### src/hw/rtl/tmme_pkg.sv
package tmme_pkg;

  localparam int QUEUE_DEPTH  = 16;
  localparam int ID_BITS      = 8;
  localparam int PAYLOAD_BITS = 32;
  localparam int CNT_W        = $clog2(QUEUE_DEPTH + 1);

  typedef enum logic [1:0] {
    REQ_POST  = 2'd0,
    REQ_TAKE  = 2'd1,
    REQ_QUERY = 2'd2,
    REQ_WAKE  = 2'd3
  } req_t;

  localparam logic [1:0] MSG_WAKE    = 2'd0;
  localparam logic [1:0] MSG_WAITING = 2'd1;

  typedef enum logic [1:0] {
    ST_IDLE,
    ST_SCAN,
    ST_DONE
  } state_t;

  typedef struct packed {
    logic [ID_BITS-1:0]      sender;
    logic [ID_BITS-1:0]      receiver;
    logic [1:0]              mtype;
    logic [PAYLOAD_BITS-1:0] payload;
  } msg_t;

  // Control broadcast to every cell of the chain.
  typedef struct packed {
    logic post;
    logic shift;
    logic keep;
  } cell_ctl_t;

endpackage

### src/hw/rtl/tmme_cell.sv
module tmme_cell
  import tmme_pkg::*;
(
  input  logic      clk,
  input  logic      rst_n,
  input  cell_ctl_t ctl,
  input  logic      below_vld,
  input  logic      above_vld,
  input  msg_t      above_msg,
  input  msg_t      head_msg,
  input  msg_t      new_msg,
  output logic      vld,
  output msg_t      msg
);

  logic vld_r, vld_nxt;
  msg_t msg_r, msg_nxt;

  // On a shift the chain moves down by one; the last occupied cell takes the
  // head message back when it is kept, so the order is preserved.
  always_comb begin
    vld_nxt = vld_r;
    msg_nxt = msg_r;
    if (ctl.shift) begin
      if (above_vld) begin
        vld_nxt = 1'b1;
        msg_nxt = above_msg;
      end else if (vld_r) begin
        vld_nxt = ctl.keep;
        msg_nxt = head_msg;
      end
    end else if (ctl.post && !vld_r && below_vld) begin
      vld_nxt = 1'b1;
      msg_nxt = new_msg;
    end
  end

  always_ff @(posedge clk) begin
    if (!rst_n) begin
      vld_r <= 1'b0;
    end else begin
      vld_r <= vld_nxt;
    end
  end

  always_ff @(posedge clk) begin
    msg_r <= msg_nxt;
  end

  assign vld = vld_r;
  assign msg = msg_r;

endmodule

### src/hw/rtl/tagged_mailbox_match_extract_core.sv
// Tagged mailbox with match-and-extract.
// A request is accepted on a rising edge where start is high and busy is low.
// in_req_type selects a post, a take, a waiting-for query or a wake-up consume.
// Results appear on the out_ ports for exactly one cycle, marked by out_valid;
// out_last marks the final result of a request. The receiver cannot stall.
// A post answers in the cycle after acceptance and the block is ready again at
// once. A take, query or consume on an empty store also answers in the cycle after acceptance.
// Otherwise the request circulates every stored message once through the head
// of the chain of cells, one message per cycle, then passes through ST_DONE;
// busy stays high through ST_SCAN and ST_DONE and the next request can follow after that.
// Take results stream out during the circulation, each one in the cycle after the
// next match is found; the final one comes with the closing result.
// A synchronous active-low reset empties the store; no clearing pass is needed.
module tagged_mailbox_match_extract_core
  import tmme_pkg::*;
(
  input  logic                    clk,
  input  logic                    rst_n,
  input  logic                    start,
  output logic                    busy,
  input  logic [1:0]              in_req_type,
  input  logic [ID_BITS-1:0]      in_sender_id,
  input  logic [ID_BITS-1:0]      in_receiver_id,
  input  logic [1:0]              in_msg_type,
  input  logic [PAYLOAD_BITS-1:0] in_payload,
  output logic                    out_valid,
  output logic                    out_found,
  output logic [ID_BITS-1:0]      out_sender,
  output logic [ID_BITS-1:0]      out_receiver,
  output logic [1:0]              out_type,
  output logic [PAYLOAD_BITS-1:0] out_payload,
  output logic                    out_last,
  output logic                    out_overflow
);

  state_t state_r, state_nxt;
  logic [CNT_W-1:0] fill_r, fill_nxt;
  logic [CNT_W-1:0] cnt_r, cnt_nxt;
  req_t req_r, req_nxt;
  logic [ID_BITS-1:0] snd_r, snd_nxt, rcv_r, rcv_nxt;
  logic [1:0] typ_r, typ_nxt;
  logic pend_v_r, pend_v_nxt, hit_r, hit_nxt;
  msg_t pend_r, pend_nxt;

  logic out_valid_r, out_valid_nxt, out_found_r, out_found_nxt;
  logic out_last_r, out_last_nxt, out_ovf_r, out_ovf_nxt;
  msg_t out_msg_r, out_msg_nxt;

  cell_ctl_t ctl;
  logic vld [QUEUE_DEPTH];
  msg_t msg [QUEUE_DEPTH];
  msg_t new_msg;
  logic accept, full, head_match, keep;
  logic [1:0] want_type;

  assign accept = start && (state_r == ST_IDLE);
  assign full   = vld[QUEUE_DEPTH-1];
  assign new_msg = '{sender: in_sender_id, receiver: in_receiver_id,
                     mtype: in_msg_type, payload: in_payload};

  // The chain: cell 0 is the head, the oldest message.
  for (genvar i = 0; i < QUEUE_DEPTH; i++) begin : g_cell
    logic below_v, above_v;
    msg_t above_m;
    if (i == 0) begin : g_lo
      assign below_v = 1'b1;
    end else begin : g_lo
      assign below_v = vld[i-1];
    end
    if (i == QUEUE_DEPTH - 1) begin : g_hi
      assign above_v = 1'b0;
      assign above_m = msg[i];
    end else begin : g_hi
      assign above_v = vld[i+1];
      assign above_m = msg[i+1];
    end
    tmme_cell u_cell (
      .clk       (clk),
      .rst_n     (rst_n),
      .ctl       (ctl),
      .below_vld (below_v),
      .above_vld (above_v),
      .above_msg (above_m),
      .head_msg  (msg[0]),
      .new_msg   (new_msg),
      .vld       (vld[i]),
      .msg       (msg[i])
    );
  end

  // Match test on the message at the head of the chain.
  always_comb begin
    case (req_r)
      REQ_TAKE: want_type = typ_r;
      REQ_QUERY: want_type = MSG_WAITING;
      default: want_type = MSG_WAKE;
    endcase
  end

  assign head_match = vld[0] && (msg[0].receiver == rcv_r) &&
                      (msg[0].mtype == want_type) &&
                      ((req_r != REQ_QUERY) || (msg[0].sender == snd_r));
  assign keep = !(head_match && (req_r != REQ_QUERY));

  // Next state.
  always_comb begin
    state_nxt = state_r;
    case (state_r)
      ST_IDLE: begin
        if (accept && (req_t'(in_req_type) != REQ_POST) && (fill_r != '0)) begin
          state_nxt = ST_SCAN;
        end
      end
      ST_SCAN: begin
        if (cnt_r == CNT_W'(1)) begin
          state_nxt = ST_DONE;
        end
      end
      ST_DONE: state_nxt = ST_IDLE;
      default: state_nxt = ST_IDLE;
    endcase
  end

  // Datapath control and results.
  always_comb begin
    ctl           = '0;
    fill_nxt      = fill_r;
    cnt_nxt       = cnt_r;
    req_nxt       = req_r;
    snd_nxt       = snd_r;
    rcv_nxt       = rcv_r;
    typ_nxt       = typ_r;
    pend_v_nxt    = pend_v_r;
    pend_nxt      = pend_r;
    hit_nxt       = hit_r;
    out_valid_nxt = 1'b0;
    out_found_nxt = 1'b0;
    out_last_nxt  = 1'b0;
    out_ovf_nxt   = 1'b0;
    out_msg_nxt   = '0;
    case (state_r)
      ST_IDLE: begin
        if (accept) begin
          if (req_t'(in_req_type) == REQ_POST) begin
            ctl.post      = 1'b1;
            out_valid_nxt = 1'b1;
            out_last_nxt  = 1'b1;
            out_ovf_nxt   = full;
            if (!full) begin
              fill_nxt = fill_r + CNT_W'(1);
            end
          end else if (fill_r == '0) begin
            out_valid_nxt = 1'b1;
            out_last_nxt  = 1'b1;
          end else begin
            req_nxt    = req_t'(in_req_type);
            snd_nxt    = in_sender_id;
            rcv_nxt    = in_receiver_id;
            typ_nxt    = in_msg_type;
            cnt_nxt    = fill_r;
            pend_v_nxt = 1'b0;
            hit_nxt    = 1'b0;
          end
        end
      end
      ST_SCAN: begin
        ctl.shift = 1'b1;
        ctl.keep  = keep;
        cnt_nxt   = cnt_r - CNT_W'(1);
        if (!keep) begin
          fill_nxt = fill_r - CNT_W'(1);
        end
        if (head_match) begin
          hit_nxt = 1'b1;
          if (req_r == REQ_TAKE) begin
            if (pend_v_r) begin
              out_valid_nxt = 1'b1;
              out_found_nxt = 1'b1;
              out_msg_nxt   = pend_r;
            end
            pend_v_nxt = 1'b1;
            pend_nxt   = msg[0];
          end
        end
      end
      ST_DONE: begin
        out_valid_nxt = 1'b1;
        out_last_nxt  = 1'b1;
        out_found_nxt = hit_r;
        if ((req_r == REQ_TAKE) && pend_v_r) begin
          out_msg_nxt = pend_r;
        end
      end
      default: begin
      end
    endcase
  end

  always_ff @(posedge clk) begin
    if (!rst_n) begin
      state_r     <= ST_IDLE;
      fill_r      <= '0;
      cnt_r       <= '0;
      pend_v_r    <= 1'b0;
      hit_r       <= 1'b0;
      out_valid_r <= 1'b0;
    end else begin
      state_r     <= state_nxt;
      fill_r      <= fill_nxt;
      cnt_r       <= cnt_nxt;
      pend_v_r    <= pend_v_nxt;
      hit_r       <= hit_nxt;
      out_valid_r <= out_valid_nxt;
    end
  end

  always_ff @(posedge clk) begin
    req_r       <= req_nxt;
    snd_r       <= snd_nxt;
    rcv_r       <= rcv_nxt;
    typ_r       <= typ_nxt;
    pend_r      <= pend_nxt;
    out_found_r <= out_found_nxt;
    out_last_r  <= out_last_nxt;
    out_ovf_r   <= out_ovf_nxt;
    out_msg_r   <= out_msg_nxt;
  end

  assign busy         = (state_r != ST_IDLE);
  assign out_valid    = out_valid_r;
  assign out_found    = out_found_r;
  assign out_sender   = out_msg_r.sender;
  assign out_receiver = out_msg_r.receiver;
  assign out_type     = out_msg_r.mtype;
  assign out_payload  = out_msg_r.payload;
  assign out_last     = out_last_r;
  assign out_overflow = out_ovf_r;

  // When idle the head cell is occupied exactly when the fill count is non-zero.
  a_head_fill: assert property (@(posedge clk) disable iff (!rst_n)
    (state_r == ST_IDLE) |-> (vld[0] == (fill_r != '0)))
    else $error("head occupancy disagrees with fill count");

  // When idle the last cell is occupied exactly when the store is full.
  a_tail_full: assert property (@(posedge clk) disable iff (!rst_n)
    (state_r == ST_IDLE) |-> (full == (fill_r == CNT_W'(QUEUE_DEPTH))))
    else $error("tail occupancy disagrees with fill count");

  // An accepted post on a store that is not full grows the fill by one.
  a_post_grow: assert property (@(posedge clk) disable iff (!rst_n)
    (accept && (in_req_type == REQ_POST) && !full) |=>
      (fill_r == $past(fill_r) + CNT_W'(1)))
    else $error("post did not grow the store");

  // A request that reaches ST_DONE yields a registered closing result with out_valid and out_last.
  a_done_result: assert property (@(posedge clk) disable iff (!rst_n)
    (state_r == ST_DONE) |=> (out_valid && out_last))
    else $error("closing result missing");

endmodule
### config.mk
export PLATFORM = sky130hd
export DESIGN_NAME = tagged_mailbox_match_extract_core
export DESIGN_NICKNAME = d
export VERILOG_FILES = /design/src/hw/rtl/tmme_pkg.sv /design/src/hw/rtl/tmme_cell.sv /design/src/hw/rtl/tagged_mailbox_match_extract_core.sv
export SDC_FILE = /design/constraint.sdc
export NUM_CORES = 2
export LEC_CHECK = 0
export ABC_AREA = 1
export BUFFER_PORTS_ARGS = -buffer_cell sky130_fd_sc_hd__buf_2
export CORE_AREA = 3 3 286 288
export DETAILED_ROUTE_END_ITERATION = 16
export DIE_AREA = 0 0 289 291
export HOLD_SLACK_MARGIN = 0.03
export PLACE_DENSITY = 0.69
export RECOVER_POWER = 25
export SLEW_MARGIN = 20
export SYNTH_ARGS = -nofsm -noshare
export SYNTH_HDL_FRONTEND = slang
export SYNTH_SLANG_ARGS = --single-unit
### constraint.sdc
create_clock -name clk -period 5.7 [get_ports clk]
set_clock_uncertainty 0.05 [all_clocks]
set_input_delay 0.285 -clock clk [delete_from_list [all_inputs] [get_ports clk]]
set_output_delay 0.285 -clock clk [all_outputs]
set_load 0.05 [all_outputs]
After elaboration in Yosys (flattened, before gate mapping) --
Index checks and enable logic that the tools add are counted.
Storage, ports and cells: register bits 954, input bits 55, output and inout port bits 55, word-level logic and storage cells 409
Cells by class: add/sub/neg operators 3, equal/unequal tests 35, mux-type cells 164, bitwise gates (word level) 2, reductions and logical operators 104
Operators with widths (number):
- 50-bit 2-to-1 mux | 66
- 50-bit one-hot mux with 2 select lines | 1
- 1-bit 2-to-1 mux | 78
- 3-bit by 1-bit inequality test with 1-bit output, second input constant | 14
- 1-bit logical AND | 39
- 2-bit nonzero test | 19
- 5-bit 2-to-1 mux | 7
- 2-bit AND reduction | 17
- 5-bit one-hot mux with 2 select lines | 2
- 2-bit inequality test, second input constant | 9
- 1-bit zero test | 17
- 8-bit equality test | 2
- 5-bit AND reduction | 2
- 5-bit by 1-bit subtractor with 5-bit output, second input constant | 2
- 2-bit by 1-bit inequality test with 1-bit output, second input constant | 4
- 1-bit one-hot mux with 2 select lines | 4
- 2-bit one-hot mux with 2 select lines | 2
- 4-bit AND reduction | 2
- 2-bit 2-to-1 mux | 3
- 3-bit AND reduction | 2
- 6-bit AND reduction | 1
- 5-bit by 1-bit adder with 5-bit output, second input constant | 1
- 5-bit by 1-bit equality test with 1-bit output, second input constant | 1
- 5-bit zero test | 1
- other kinds (8) | 12

Longest topological paths before layout --
depth after elaboration 11, mapped depth 15, gate-level depth less buffers 13

Cells and area by module --
A second synthesis with hierarchy kept.
Second synthesis, totals: cells, all modules 5029, area total of the unflattened synthesis 46849.9 um2
By module, submodules not included:
- tmme_cell | times used 16, cells each 285, area an instance 2606.2 um2, seq. area each 1521.5 um2
- tagged_mailbox_match_extract_core | times used 1, cells each 469, area an instance 5149.9 um2, seq. area each 3463.3 um2

Worst setup path after synthesis --
OpenSTA, ideal clock, no wires.
kind reg-to-reg, from reg state_r[1], to reg g_cell[3].u_cell.msg_r, in the netlist g_cell[3].u_cell.msg[0], enable pin, library setup time 0.488 ns, arrival time 3.943 ns, data required time 5.162 ns, path slack 1.219 ns, stages on the path, launching flop included 7, buffers on the path 3, clock period less this slack 4.481 ns, cell sequence dfxtp_1 -> inv_1 -> ha_1 -> buf_4 -> buf_2 -> buf_1 -> a31oi_1
On the way: word-level cells in the longest chain between the ends 8, elaborated cells between the ends (all ways) 11, classes of those cells 2 x eq/ne; 3 x mux; 6 x reduce/logical
RTL lines:
- from (decl) | line tagged_mailbox_match_extract_core.sv:36 | state_t state_r, state_nxt;
- from (signal assigned) | line tagged_mailbox_match_extract_core.sv:208 | state_r <= state_nxt;
- 2-bit zero test | line tagged_mailbox_match_extract_core.sv:56, tagged_mailbox_match_extract_core.sv:141
- 1-bit logical AND | line tagged_mailbox_match_extract_core.sv:56 | assign accept = start && (state_r == ST_IDLE);
- 1-bit 2-to-1 mux | line tagged_mailbox_match_extract_core.sv:143 | if (accept) begin
- 1-bit 2-to-1 mux | line tagged_mailbox_match_extract_core.sv:141 | case (state_r)
- 1-bit logical AND (2 in a row) | line tmme_cell.sv:32 | end else if (ctl.post && !vld_r && below_vld) begin
- 2-bit nonzero test (no line)
- 2-bit AND reduction (no line) (*)
- to (signal assigned) | line tmme_cell.sv:47 | msg_r <= msg_nxt;
- to (decl) | line tmme_cell.sv:17 | msg_t msg_r, msg_nxt;
Every way passes the cells marked *; elsewhere a longest branch is shown, timed or not. A chain may end at the register's enable or synchronous reset.

Worst setup path in the final report --
from reg g_cell[7].u_cell.vld_r, to reg g_cell[6].u_cell.msg_r, in the netlist g_cell[6].u_cell.msg[23], enable pin
On the way: word-level cells in the longest chain between the ends 2
RTL lines:
- from (decl) | line tmme_cell.sv:16 | logic vld_r, vld_nxt;
- from (signal assigned) | line tmme_cell.sv:42 | vld_r <= vld_nxt;
- 3-bit by 1-bit inequality test with 1-bit output (no line)
- 2-bit AND reduction (no line)
- to (signal assigned) | line tmme_cell.sv:47
- to (decl) | line tmme_cell.sv:17
No other way between the ends.

==> impl_metrics.json <==
{
  "antenna_left": 0,
  "final_common_cell": "o21ai_0",
  "worstSetupStartpointType": "flop",
  "die_w_um": 289,
  "synth-edff-count": 870,
  "cts-htree-levels": 3,
  "fp.dieH_um": 291,
  "ys_seq_area_share_pct": 66.1,
  "crit_type": "flop to flop",
  "post_cts_buffers": 0,
  "arrival_ns": 4.62,
  "grt_pass1_wl_mm": 193,
  "syn_inst": 4109,
  "fin_setup_tns_ns": 0,
  "avgSynthCellArea_um2": 10.2,
  "dieArea_mm2": 0.0841,
  "dp_hpwl_mm": 66.2,
  "status": "complete, but fails checks",
  "area_delta_synth_final_pct": 10.5,
  "crit_path_end_kind": "flop",
  "ys_ff_latch": 954,
  "cp_max_fo": 54,
  "cap_viol_max_count": 4,
  "layout-drive-gt1-share_pct": 7.20,
  "wire_per_inst_um": 25.2,
  "drt-vias-per-instance": 6.40,
  "finalSetupViolations": 0,
  "synth_ff_type": "edfxtp_1",
  "cts_buffer_depth": 3,
  "worstMarginPinSlew_ns": 2.45,
  "vdd_drop_max_mv": 0.459,
  "gp_congestion": 0.846,
  "design.core.area_mm2": 0.0791,
  "grtUsageTotal_pct": 30.1,
  "clk_pin_slew_ns": 0.06,
  "final_cell_mix": "o21ai_0, edfxtp_1, nor2_1, nand2_1, clkbuf_1",
  "drc": 0,
  "cts_made_buffers": 96,
  "fin_crit_sh_pct": 77.6,
  "violations": "max-capacitance violations, max-slew violations",
  "vias": 32900,
  "wirelength_mm": 130,
  "cts-root-buf": "clkbuf_16",
  "rows": 103,
  "antenna_found_initial": 4,
  "dpl_cell_area_mm2": 0.0432,
  "post-route-min-period_ns": 4.42,
  "cts.sinks": 954,
  "maxSlewViolCount": 131,
  "hold_viol": 0,
  "path_delay_family": "buffers and inverters",
  "powerDensity_mw_per_mm2": 524,
  "max_freq_mhz": 226,
  "ios": 110,
  "worstSkewPairLatency_ns": 0.66,
  "yosysWarnings": 0,
  "cp_cell_sequence": "clkbuf_2, inv_1, buf_4, a22oi_1, clkbuf_1",
  "drtIter0Drc": 4998,
  "p_leak_nw": 15.2,
  "maxSlewHeadroom_pct": -63.4,
  "syn-num-nets": 4176,
  "grt_pass1_vias": 30800,
  "cts_tree": "built",
  "n_antenna_cell": 0,
  "port_buffers": 109,
  "async_reset_ff_share_pct": 0,
  "grt-ovfl-total": 0,
  "cp_slowest_stage_delay_ns": 1.32,
  "first_pass_iters": 8,
  "slowest_stage": "clkbuf_2",
  "syn-cell-area_mm2": 0.0421,
  "nNetsFinal": 4088,
  "initial_utilization_pct": 53.2,
  "grt_max_degree": 259,
  "rsz0062_at_grt": "no",
  "hold_path.class": "primary input to flop",
  "ys_types": 37,
  "fin_area_mm2": 0.0465,
  "cp.buffers_inverters": 4,
  "crit_required_ns": 5.90
}
-- final cells by class --
type | instances | area (µm²)
inverter | 113 | 430
timing repair buffer | 189 | 1220
fill | 6505 | 32600
tap | 1050 | 1310
sequential | 954 | 27800
clock buffer | 134 | 2730
multi-input combinational | 2667 | 12600
clock inverter | 41 | 424
-- routing by layer --
metal / track usage, % / wire length (µm)
met5: 0 / 13
met4: 10.9 / 4980
met3: 5.03 / 15400
met2: 47.7 / 59800
met1: 42.1 / 49400
-- state kept, by name (all words and copies together) (netlist names), 2 cells and up --
name and count:
g_cell.u_cell.msg 800, pend_r 50, out_payload 32, g_cell.u_cell.vld 16
out_receiver 8, out_sender 8, rcv_r 8, snd_r 8
cnt_r 5, fill_r 5, out_type 2, req_r 2
state_r 2, typ_r 2
-- synthesized netlist by cell type (11+ instances only) --
| cell | count | area share [%] |
|---|---|---|
| buf_1 | 51 | 0.45 |
| o21ai_0 | 1486 | 18 |
| nand2_1 | 268 | 2.4 |
| ha_1 | 11 | 0.33 |
| a21oi_1 | 82 | 0.97 |
| inv_2 | 14 | 0.12 |
| buf_2 | 11 | 0.13 |
| nor2_1 | 736 | 6.6 |
| edfxtp_1 | 870 | 62 |
| inv_1 | 93 | 0.83 |
| dfxtp_1 | 84 | 4.0 |
| clkbuf_1 | 302 | 2.7 |
| nand3_1 | 11 | 0.13 |
| xor2_1 | 12 | 0.25 |
-- timing repair --
action                                 in CTS  in global routing
endpoints found under the hold margin      27                  0
hold buffers                               21                  0
gates resized for setup                     0                  0
-- tightest hold or removal path, cell delays in order --
cell     delay [ns]
buf_2          0.08
nand2_1        0.04
inv_1          0.18
a21oi_1        0.14
inv_1          0.05
-- where the power goes --
| part | internal [mW] | total [mW] | switching, mW |
|---|---|---|---|
| combinational | 1.41 | 7.03 | 5.61 |
| sequential | 10.1 | 11.0 | 0.838 |
| clock | 3.66 | 6.37 | 2.71 |
-- final timing paths --
check | startpoint | to | slack [ns] | depth (start not counted)
setup / recovery | g_cell[7].u_cell.vld | g_cell[6].u_cell.msg[23] | 1.28 | 5
setup reg to reg | g_cell[7].u_cell.vld | g_cell[6].u_cell.msg[23] | 1.28 | 5
hold / removal | start | out_last | 0.11 | 5
hold reg to reg | pend_v_r | pend_v_r | 0.42 | 2
-- stage by stage --
step           total power, mW  util [%]  cells  setup slack (ns)  hold slack, ns
3_5_place_dp              17.8      54.6   4951              1.81           0.408
5_1_grt                   25.3      58.8   5148              1.16           0.151
6_report                  24.4      58.8   5148              1.28           0.114
2_1_floorplan             15.0         -   4109              1.22           0.334
4_1_cts                   24.2      58.9   5147              1.76          0.0671
3_3_place_gp              17.6      54.6   4949              1.83           0.390
-- cells by family (layout without fill, tap and decap cells) --
| kind of cell | after synthesis | count (layout) | share of synthesized area, % |
|---|---|---|---|
| fa+ha+maj | 12 | 12 | 0.375 |
| compound gates | 1602 | 1602 | 19.3 |
| buf+inv | 488 | 477 | 4.55 |
| flops | 954 | 954 | 66.1 |
| simple gates | 1038 | 1038 | 9.44 |
| xor+xnor | 15 | 15 | 0.312 |
No activity file was read; power rests on OpenSTA's default activity.
